### config.mk
export PLATFORM = sky130hd
export DESIGN_NAME = periodic_software_timer_table
export DESIGN_NICKNAME = d
export VERILOG_FILES = /design/src/hw/rtl/pstt_pkg.sv /design/src/hw/rtl/pstt_ram.sv /design/src/hw/rtl/pstt_slot_alu.sv /design/src/hw/rtl/periodic_software_timer_table.sv
export SDC_FILE = /design/constraint.sdc
export NUM_CORES = 2
export LEC_CHECK = 0
export BUFFER_PORTS_ARGS = -buffer_cell sky130_fd_sc_hd__buf_2
export CAP_MARGIN = 20
export CORE_MARGIN = 2
export CORE_UTILIZATION = 32
export CTS_CLUSTER_DIAMETER = 200
export DETAILED_ROUTE_END_ITERATION = 6
export HOLD_SLACK_MARGIN = 0.03
export PLACE_DENSITY = 0.46
export SLEW_MARGIN = 5
export SYNTH_ARGS = -nofsm -noshare
export SYNTH_HDL_FRONTEND = slang
export SYNTH_HIERARCHICAL = 1
export SYNTH_SLANG_ARGS = --single-unit
### constraint.sdc
create_clock -name clk -period 24.2 [get_ports clk]
set_input_delay 6.05 -clock clk [delete_from_list [all_inputs] [get_ports clk]]
set_output_delay 6.05 -clock clk [all_outputs]
set_load 0.1 [all_outputs]
### src/hw/rtl/pstt_pkg.sv
// Package for the periodic software timer table: sizes, command and status codes.
package pstt_pkg;

  // Table size and derived widths
  localparam int TIMER_SLOTS = 16;
  localparam int SLOT_W      = (TIMER_SLOTS > 1) ? $clog2(TIMER_SLOTS) : 1;
  localparam int CNT_W       = $clog2(TIMER_SLOTS + 1);

  // Field widths
  localparam int CMD_W    = 3;
  localparam int HANDLE_W = 8;
  localparam int VALUE_W  = 32;
  localparam int HOUT_W   = 6;
  localparam int STAT_W   = 2;
  localparam int TICK_W   = 16;

  // Tick unit after reset
  localparam logic [TICK_W-1:0] TICK_UNIT_RST = TICK_W'(100);

  // Period value that marks an entry as invalid
  localparam logic [VALUE_W-1:0] INVALID_VAL = '1;

  // Command codes
  localparam logic [CMD_W-1:0] CMD_TICK   = 3'd0;
  localparam logic [CMD_W-1:0] CMD_CREATE = 3'd1;
  localparam logic [CMD_W-1:0] CMD_START  = 3'd2;
  localparam logic [CMD_W-1:0] CMD_STOP   = 3'd3;
  localparam logic [CMD_W-1:0] CMD_STATUS = 3'd4;

  // Entry status codes
  localparam logic [STAT_W-1:0] ST_NOT_USED = 2'd0;
  localparam logic [STAT_W-1:0] ST_RUNNING  = 2'd1;
  localparam logic [STAT_W-1:0] ST_STOPPED  = 2'd2;

  // One table word: period in the upper half, count in the lower half
  typedef struct packed {
    logic [VALUE_W-1:0] reload;
    logic [VALUE_W-1:0] current;
  } slot_word_t;

endpackage

### src/hw/rtl/pstt_ram.sv
// Generic single-port-write, single-port-read RAM with registered read data.
module pstt_ram #(
  parameter int WIDTH = 8,
  parameter int DEPTH = 16
) (
  input  logic                                         clk,
  input  logic                                         we,
  input  logic [((DEPTH > 1) ? $clog2(DEPTH) : 1)-1:0] waddr,
  input  logic [WIDTH-1:0]                             wdata,
  input  logic [((DEPTH > 1) ? $clog2(DEPTH) : 1)-1:0] raddr,
  output logic [WIDTH-1:0]                             rdata
);

  logic [WIDTH-1:0] mem [DEPTH];

  // Write port
  always_ff @(posedge clk) begin
    if (we) begin
      mem[waddr] <= wdata;
    end
  end

  // Registered read port
  always_ff @(posedge clk) begin
    rdata <= mem[raddr];
  end

endmodule

### src/hw/rtl/pstt_slot_alu.sv
// Shared per-slot unit: compare the count with the tick unit, then decrement or reload.
module pstt_slot_alu (
  input  pstt_pkg::slot_word_t              word_in,
  input  logic [pstt_pkg::TICK_W-1:0]       tick_unit,
  output logic                              expire,
  output logic [pstt_pkg::VALUE_W-1:0]      current_next
);

  logic [pstt_pkg::VALUE_W-1:0] unit_ext;

  assign unit_ext = pstt_pkg::VALUE_W'(tick_unit);

  // Expire when the count has reached the tick unit; otherwise count down
  always_comb begin
    expire = (word_in.current <= unit_ext);
    if (expire) begin
      current_next = word_in.reload;
    end else begin
      current_next = word_in.current - unit_ext;
    end
  end

endmodule

### src/hw/rtl/periodic_software_timer_table.sv
// Top level of the periodic software timer table: command sequencer, slot table, result register.
//
//  channel  | direction | transaction content
//  ---------+-----------+------------------------------------------------------------
//  s_*      | in        | tuser: cmd; tdata: handle, value
//  m_*      | out       | tuser: error, expired; tdata: handle_out, timer_status,
//           |           | any_active; tlast: last result of one command
//  cfg_*    | in        | cfg_data: tick_unit, always ready
//
// Create, start, stop and status: capture, then apply and load the result.
// A tick makes one table read per slot through the single RAM read port and the shared
// compare/subtract unit, then loads the final result.
// A full output register held by the sink stalls the sequencer when a result must enter it.
// Sync reset clears the status table and counters and presets the tick unit; RAM needs no clear.
// s_tready is high only while the sequencer is idle.
module periodic_software_timer_table (
  input  logic        clk,
  input  logic        rst,
  // command input
  input  logic        s_tvalid,
  output logic        s_tready,
  input  logic [39:0] s_tdata,   // [7:0] handle, [39:8] value
  input  logic [2:0]  s_tuser,   // [2:0] cmd
  // result output
  output logic        m_tvalid,
  input  logic        m_tready,
  output logic [15:0] m_tdata,   // [5:0] handle_out, [7:6] timer_status, [8] any_active
  output logic [1:0]  m_tuser,   // [0] error, [1] expired
  output logic        m_tlast,
  // tick unit register write
  input  logic        cfg_valid,
  output logic        cfg_ready,
  input  logic [15:0] cfg_data
);

  localparam int SLOTS  = pstt_pkg::TIMER_SLOTS;
  localparam int SW     = pstt_pkg::SLOT_W;
  localparam int CW     = pstt_pkg::CNT_W;
  localparam int HW     = pstt_pkg::HANDLE_W;
  localparam int VW     = pstt_pkg::VALUE_W;
  localparam int OW     = pstt_pkg::HOUT_W;
  localparam int STW    = pstt_pkg::STAT_W;

  localparam logic [1:0] S_IDLE  = 2'd0;
  localparam logic [1:0] S_CMD   = 2'd1;
  localparam logic [1:0] S_TICK  = 2'd2;
  localparam logic [1:0] S_FLUSH = 2'd3;

  localparam logic [SW-1:0] LAST_SLOT = SW'(SLOTS - 1);

  logic [1:0]                     state;
  logic [pstt_pkg::CMD_W-1:0]     cmd_q;
  logic [HW-1:0]                  handle_q;
  logic [VW-1:0]                  value_q;
  logic [pstt_pkg::TICK_W-1:0]    tick_unit;
  logic [STW-1:0]                 status_tbl [SLOTS];
  logic [CW-1:0]                  created_count;
  logic [CW-1:0]                  active_count;
  logic [CW-1:0]                  active_next;
  logic [CW-1:0]                  created_next;
  logic [SW-1:0]                  slot;
  logic [SW-1:0]                  pend_slot;
  logic                           pend_vld;

  logic                           s_xfer;
  logic                           out_free;
  logic [SW-1:0]                  h_idx;
  logic [SW-1:0]                  stat_idx;
  logic [STW-1:0]                 stat_rd;
  logic                           bad_handle;
  logic                           full;
  logic                           run;
  logic                           expire;
  logic [VW-1:0]                  current_next;
  logic                           stall;
  logic                           tick_step;
  logic                           cmd_done;
  logic                           cmd_err;

  logic                           ram_we;
  logic [SW-1:0]                  ram_waddr;
  pstt_pkg::slot_word_t           ram_wdata;
  logic [SW-1:0]                  ram_raddr;
  pstt_pkg::slot_word_t           ram_rdata;

  // Result push
  logic                           push;
  logic                           push_err;
  logic                           push_exp;
  logic                           push_last;
  logic [OW-1:0]                  push_handle;
  logic [STW-1:0]                 push_status;
  logic                           push_active;

  assign s_tready  = (state == S_IDLE);
  assign s_xfer    = s_tvalid && s_tready;
  assign cfg_ready = 1'b1;
  assign out_free  = !m_tvalid || m_tready;

  // Status table read: tick walks by slot, other commands use the handle
  assign h_idx    = handle_q[SW-1:0];
  assign stat_idx = (state == S_TICK) ? slot : h_idx;
  assign stat_rd  = status_tbl[stat_idx];

  assign bad_handle = (handle_q >= HW'(created_count));
  assign full       = (created_count == CW'(SLOTS));

  // Slot table and shared update unit
  pstt_ram #(
    .WIDTH ($bits(pstt_pkg::slot_word_t)),
    .DEPTH (SLOTS)
  ) u_ram (
    .clk   (clk),
    .we    (ram_we),
    .waddr (ram_waddr),
    .wdata (ram_wdata),
    .raddr (ram_raddr),
    .rdata (ram_rdata)
  );

  pstt_slot_alu u_alu (
    .word_in      (ram_rdata),
    .tick_unit    (tick_unit),
    .expire       (expire),
    .current_next (current_next)
  );

  // Tick walk control: a second expiry waits until the pending one can leave
  assign run       = (state == S_TICK) && (stat_rd == pstt_pkg::ST_RUNNING);
  assign stall     = run && expire && pend_vld && !out_free;
  assign tick_step = (state == S_TICK) && !stall;
  assign cmd_done  = (state == S_CMD) && out_free;

  always_comb begin
    if (state == S_TICK) begin
      ram_raddr = stall ? slot : slot + SW'(1);
    end else begin
      ram_raddr = '0;
    end
  end

  // Command decode and counter updates
  always_comb begin
    active_next  = active_count;
    created_next = created_count;
    cmd_err      = 1'b0;
    push_handle  = '0;
    push_status  = pstt_pkg::ST_NOT_USED;
    unique case (cmd_q)
      pstt_pkg::CMD_TICK: begin
        cmd_err = 1'b0;
      end
      pstt_pkg::CMD_CREATE: begin
        cmd_err = full;
        if (!full) begin
          created_next = created_count + CW'(1);
          push_handle  = OW'(created_count);
        end
      end
      pstt_pkg::CMD_START: begin
        cmd_err = bad_handle || (value_q == pstt_pkg::INVALID_VAL);
        if (!cmd_err && ((active_count == '0) || (stat_rd != pstt_pkg::ST_RUNNING))) begin
          active_next = active_count + CW'(1);
        end
      end
      pstt_pkg::CMD_STOP: begin
        cmd_err = bad_handle;
        if (!bad_handle && (stat_rd == pstt_pkg::ST_RUNNING) && (active_count != '0)) begin
          active_next = active_count - CW'(1);
        end
      end
      pstt_pkg::CMD_STATUS: begin
        cmd_err = bad_handle;
        if (!bad_handle) begin
          push_status = stat_rd;
        end
      end
      default: begin
        cmd_err = 1'b1;
      end
    endcase
  end

  // RAM write: start loads both halves, tick writes back the updated count
  always_comb begin
    ram_we             = 1'b0;
    ram_waddr          = h_idx;
    ram_wdata.reload   = value_q;
    ram_wdata.current  = value_q;
    if (tick_step && run) begin
      ram_we            = 1'b1;
      ram_waddr         = slot;
      ram_wdata.reload  = ram_rdata.reload;
      ram_wdata.current = current_next;
    end else if (cmd_done && (cmd_q == pstt_pkg::CMD_START) && !cmd_err) begin
      ram_we = 1'b1;
    end
  end

  // Result selection
  always_comb begin
    push        = 1'b0;
    push_err    = 1'b0;
    push_exp    = 1'b0;
    push_last   = 1'b1;
    push_active = (active_count != '0);
    unique case (state)
      S_CMD: begin
        push        = out_free;
        push_err    = cmd_err;
        push_active = (active_next != '0);
      end
      S_TICK: begin
        push      = tick_step && run && expire && pend_vld;
        push_exp  = 1'b1;
        push_last = 1'b0;
      end
      S_FLUSH: begin
        push     = out_free;
        push_exp = pend_vld;
      end
      default: begin
        push = 1'b0;
      end
    endcase
  end

  // Sequencer
  always_ff @(posedge clk) begin
    if (rst) begin
      state    <= S_IDLE;
      slot     <= '0;
      pend_vld <= 1'b0;
    end else begin
      unique case (state)
        S_IDLE: begin
          if (s_xfer) begin
            slot     <= '0;
            pend_vld <= 1'b0;
            state    <= (s_tuser == pstt_pkg::CMD_TICK) ? S_TICK : S_CMD;
          end
        end
        S_CMD: begin
          if (out_free) begin
            state <= S_IDLE;
          end
        end
        S_TICK: begin
          if (tick_step) begin
            if (run && expire) begin
              pend_vld <= 1'b1;
            end
            if (slot == LAST_SLOT) begin
              state <= S_FLUSH;
            end else begin
              slot <= slot + SW'(1);
            end
          end
        end
        S_FLUSH: begin
          if (out_free) begin
            pend_vld <= 1'b0;
            state    <= S_IDLE;
          end
        end
        default: begin
          state <= S_IDLE;
        end
      endcase
    end
  end

  // Pending expiry handle
  always_ff @(posedge clk) begin
    if (tick_step && run && expire) begin
      pend_slot <= slot;
    end
  end

  // Input capture
  always_ff @(posedge clk) begin
    if (s_xfer) begin
      cmd_q    <= s_tuser;
      handle_q <= s_tdata[HW-1:0];
      value_q  <= s_tdata[HW+VW-1:HW];
    end
  end

  // Tick unit register
  always_ff @(posedge clk) begin
    if (rst) begin
      tick_unit <= pstt_pkg::TICK_UNIT_RST;
    end else if (cfg_valid && cfg_ready) begin
      tick_unit <= cfg_data;
    end
  end

  // Counters and entry status
  always_ff @(posedge clk) begin
    if (rst) begin
      created_count <= '0;
      active_count  <= '0;
      for (int k = 0; k < SLOTS; k++) begin
        status_tbl[k] <= pstt_pkg::ST_NOT_USED;
      end
    end else if (cmd_done) begin
      created_count <= created_next;
      active_count  <= active_next;
      if (!cmd_err) begin
        if (cmd_q == pstt_pkg::CMD_START) begin
          status_tbl[h_idx] <= pstt_pkg::ST_RUNNING;
        end else if (cmd_q == pstt_pkg::CMD_STOP) begin
          status_tbl[h_idx] <= pstt_pkg::ST_STOPPED;
        end
      end
    end
  end

  // Output register
  always_ff @(posedge clk) begin
    if (rst) begin
      m_tvalid <= 1'b0;
    end else if (push) begin
      m_tvalid <= 1'b1;
    end else if (m_tready) begin
      m_tvalid <= 1'b0;
    end
  end

  always_ff @(posedge clk) begin
    if (push) begin
      m_tuser <= {push_exp, push_err};
      m_tlast <= push_last;
      m_tdata <= {7'd0, push_active, push_status,
                  (push_exp ? OW'(pend_slot) : push_handle)};
    end
  end

endmodule

==> impl_metrics.json <==
{
  "cp-start-kind": "input pin",
  "critPathMostFrequentCell": "buf_4",
  "synth_area_sq_mm": 0.04816,
  "slowest_delay_ns": 0.77,
  "yosysTopAreaCell": "edfxtp_1",
  "grt_usage": 0.1672,
  "syn_inst": 2542,
  "die_w_um": 392.0,
  "drv_slew": 0,
  "tns_ns": 0,
  "die-area_sq_mm": 0.1536,
  "outcome": "finished, final reports clean",
  "grt_remaining_overflow": 0,
  "max_freq_mhz": 99.37,
  "crit_chain": "buf_2 > nor2b_1 > nand2b_1 > nand2_1 > mux2i_4 > buf_4 > buf_4 > buf_4 > mux4_2 > a22oi_1 > nand2_1",
  "seqCellArea_sq_mm": 0.03541,
  "period_share": 0.4158,
  "finalWirelength_mm": 127.7,
  "p_clk_frac": 0.446,
  "avgSynthCellArea_sq_um": 18.95,
  "leakage_nw": 17.01,
  "grt_pass1_vias": 25560,
  "hpwl_mm": 74.37,
  "p_comb_frac": 0.038,
  "yosysMostFrequentCell": "edfxtp_1",
  "arrival_ns": 10.71,
  "cts_sinks": 1212,
  "multiInputGateArea_sq_mm": 0.01197,
  "ys_types": 91,
  "coreArea_sq_mm": 0.1496,
  "gp_congestion": 0.8240,
  "clkLatencyLatePin_ns": 0.79,
  "portBuffers": 76,
  "cts.reportedPaths.clkPinSlew_ns": 0.06,
  "slowest_stage": "buf_4",
  "rows": 142,
  "cts_hold_buf": 0,
  "grt_max_degree": 148,
  "cp_max_fo": 40,
  "async_reset_ff_frac": 0,
  "worst_pin_slew_ns": 1.160,
  "ios": 86,
  "synth_common_cells": "edfxtp_1 (1,114), mux4_2 (256), nand2_1 (158)",
  "p_per_area_mw_per_mm2": 82.07,
  "clockBufferDepth": 3,
  "cts_tree": "done",
  "wl_per_cell_um": 26.71,
  "grt_first_pass_wirelength_mm": 183.5,
  "skew_ns": 0.03751,
  "cts_buffers": 134,
  "syn_to_final_growth_pct": 14.63,
  "avgViaCountPerCell": 5.210,
  "finalCriticalPeriod_ns": 10.06,
  "initial_core_util": 0.3220,
  "intPower_mw": 3.532,
  "drive_above_1_share": 0.2219,
  "nFillCells": 13820,
  "yosys_warnings": 6,
  "rsz0062_at_grt": "no",
  "hold_viol_final": 0,
  "ys_ff_latch": 1212,
  "cts_root_buffer": "clkbuf_16",
  "hp-class": "reg -> reg",
  "synth.area.top_cells": "edfxtp_1 (69%), mux4_2 (12%), dfxtp_1 (4.1%)",
  "fin_nets": 2745,
  "vias": 24900,
  "holdWs_ns": 0.4989,
  "netSwitchingFraction": 0.2205,
  "drt_first_iter_violations": 2468,
  "dr.pass1.iters": 7,
  "switchingPower_mw": 0.9993,
  "drcViolationCount": 0,
  "synth_top_area_frac": 0.6945,
  "setup_viol": 0,
  "ant_nets": 0,
  "post_cts_buffers": 0,
  "seqPwrFrac": 0.516,
  "antenna_found_initial": 9,
  "synth_flop_cell": "edfxtp_1",
  "die_h_um": 392.0,
  "htreeDepth": 4,
  "ir_worst_vdd_v": 0.00005400,
  "crit_type": "in -> reg",
  "relSlewSlack": 0.2264,
  "required_ns": 24.85,
  "cp-end-kind": "register",
  "yosysSeqAreaShare": 0.7353,
  "maxCapViolations": 0,
  "synth_edf_count": 1114,
  "cts_resized": 0
}
cell type report:
cell class / instances / area share
multi-input cells: 1151 / 0.2167
well taps: 2016 / 0.04569
clock inverters: 52 / 0.01224
flip-flops and latches: 1212 / 0.6415
diodes: 1 / 0.00004533
repair buffers: 117 / 0.01360
clock buffers: 192 / 0.06760
inverters: 38 / 0.002629
cell families after synthesis:
logic type      after synthesis  synth area share
flops                      1212            0.7353
simple gates                416           0.04320
mux                         349            0.1412
compound gates              324           0.04803
buf+inv                     186           0.02029
fa+ha+maj                    27          0.007170
xor+xnor                     26          0.004728
other cells                   2         0.0001559
state kept, by name (all words and copies together), names as in the netlist:
register,count
slot,4
handle_q,8
value_q,32
m_tdata,8
cmd_q,3
pend_slot,4
state,2
m_tuser,2
u_ram/rdata,64
active_count,5
tick_unit,16
m_tvalid,1
status_tbl,32
u_ram/mem,1024
m_tlast,1
pend_vld,1
created_count,5
through the flow:
step / setup WS, ns / instance area (sq um) / util / cells / power, mW
2_1_floorplan: 11.71 / 48190 / - / 2549 / 2.488
3_3_place_gp: 13.31 / 50740 / 0.3392 / 4531 / 2.553
3_5_place_dp: 13.22 / 50800 / 0.3396 / 4534 / 2.557
4_1_cts: 14.06 / 55210 / 0.3690 / 4778 / 4.586
5_1_grt: 13.64 / 55210 / 0.3690 / 4778 / 4.680
6_report: 14.14 / 55210 / 0.3690 / 4779 / 4.531
power by group through the flow:
stage	Sequential [mW]	Clock (mW)	Combinational, mW
4_1_cts	2.34	2.07	0.175
5_1_grt	2.34	2.15	0.188
2_1_floorplan	2.38	0	0.109
3_3_place_gp	2.38	0	0.171
6_report	2.34	2.02	0.173
3_5_place_dp	2.38	0	0.175
layer usage:
metal,up-vias,global-route usage,part of all wire
met5,-,0,0.00010
met4,2,0.05483,0.024
met3,192,0.03873,0.067
met2,854,0.2595,0.46
met1,13250,0.2318,0.44
li1,10600,-,-
placed cells by master (no fill, tap or decap), types with 43 or more instances in the layout:
| cell | count |
|---|---|
| a21oi_1 | 43 |
| a22oi_1 | 130 |
| buf_2 | 76 |
| clkbuf_1 | 43 |
| clkbuf_16 | 135 |
| dfxtp_1 | 98 |
| edfxtp_1 | 1114 |
| mux2_1 | 67 |
| mux4_2 | 256 |
| nand2_1 | 158 |
| nor2_1 | 59 |
| nor3_1 | 43 |
final timing paths:
kind	to	cells past startpoint	from	slack [ns]
max	u_ram/rdata[56]$_DFF_P_	11	m_tready	14.14
min	tick_unit[8]$_SDFFE_PP0P_	2	tick_unit[8]$_SDFFE_PP0P_	0.50
max reg2reg	u_ram/rdata[56]$_DFF_P_	17	tick_unit[4]$_SDFFE_PP0P_	16.58
min reg2reg	tick_unit[8]$_SDFFE_PP0P_	2	tick_unit[8]$_SDFFE_PP0P_	0.50
worst max-delay path, delay by kind of cell:
kind	cells	cell delay, ns
mux	2	1.12
buf+inv	4	2.22
compound gates	1	0.27
simple gates	4	0.88
No activity file was read; power rests on OpenSTA's default activity.
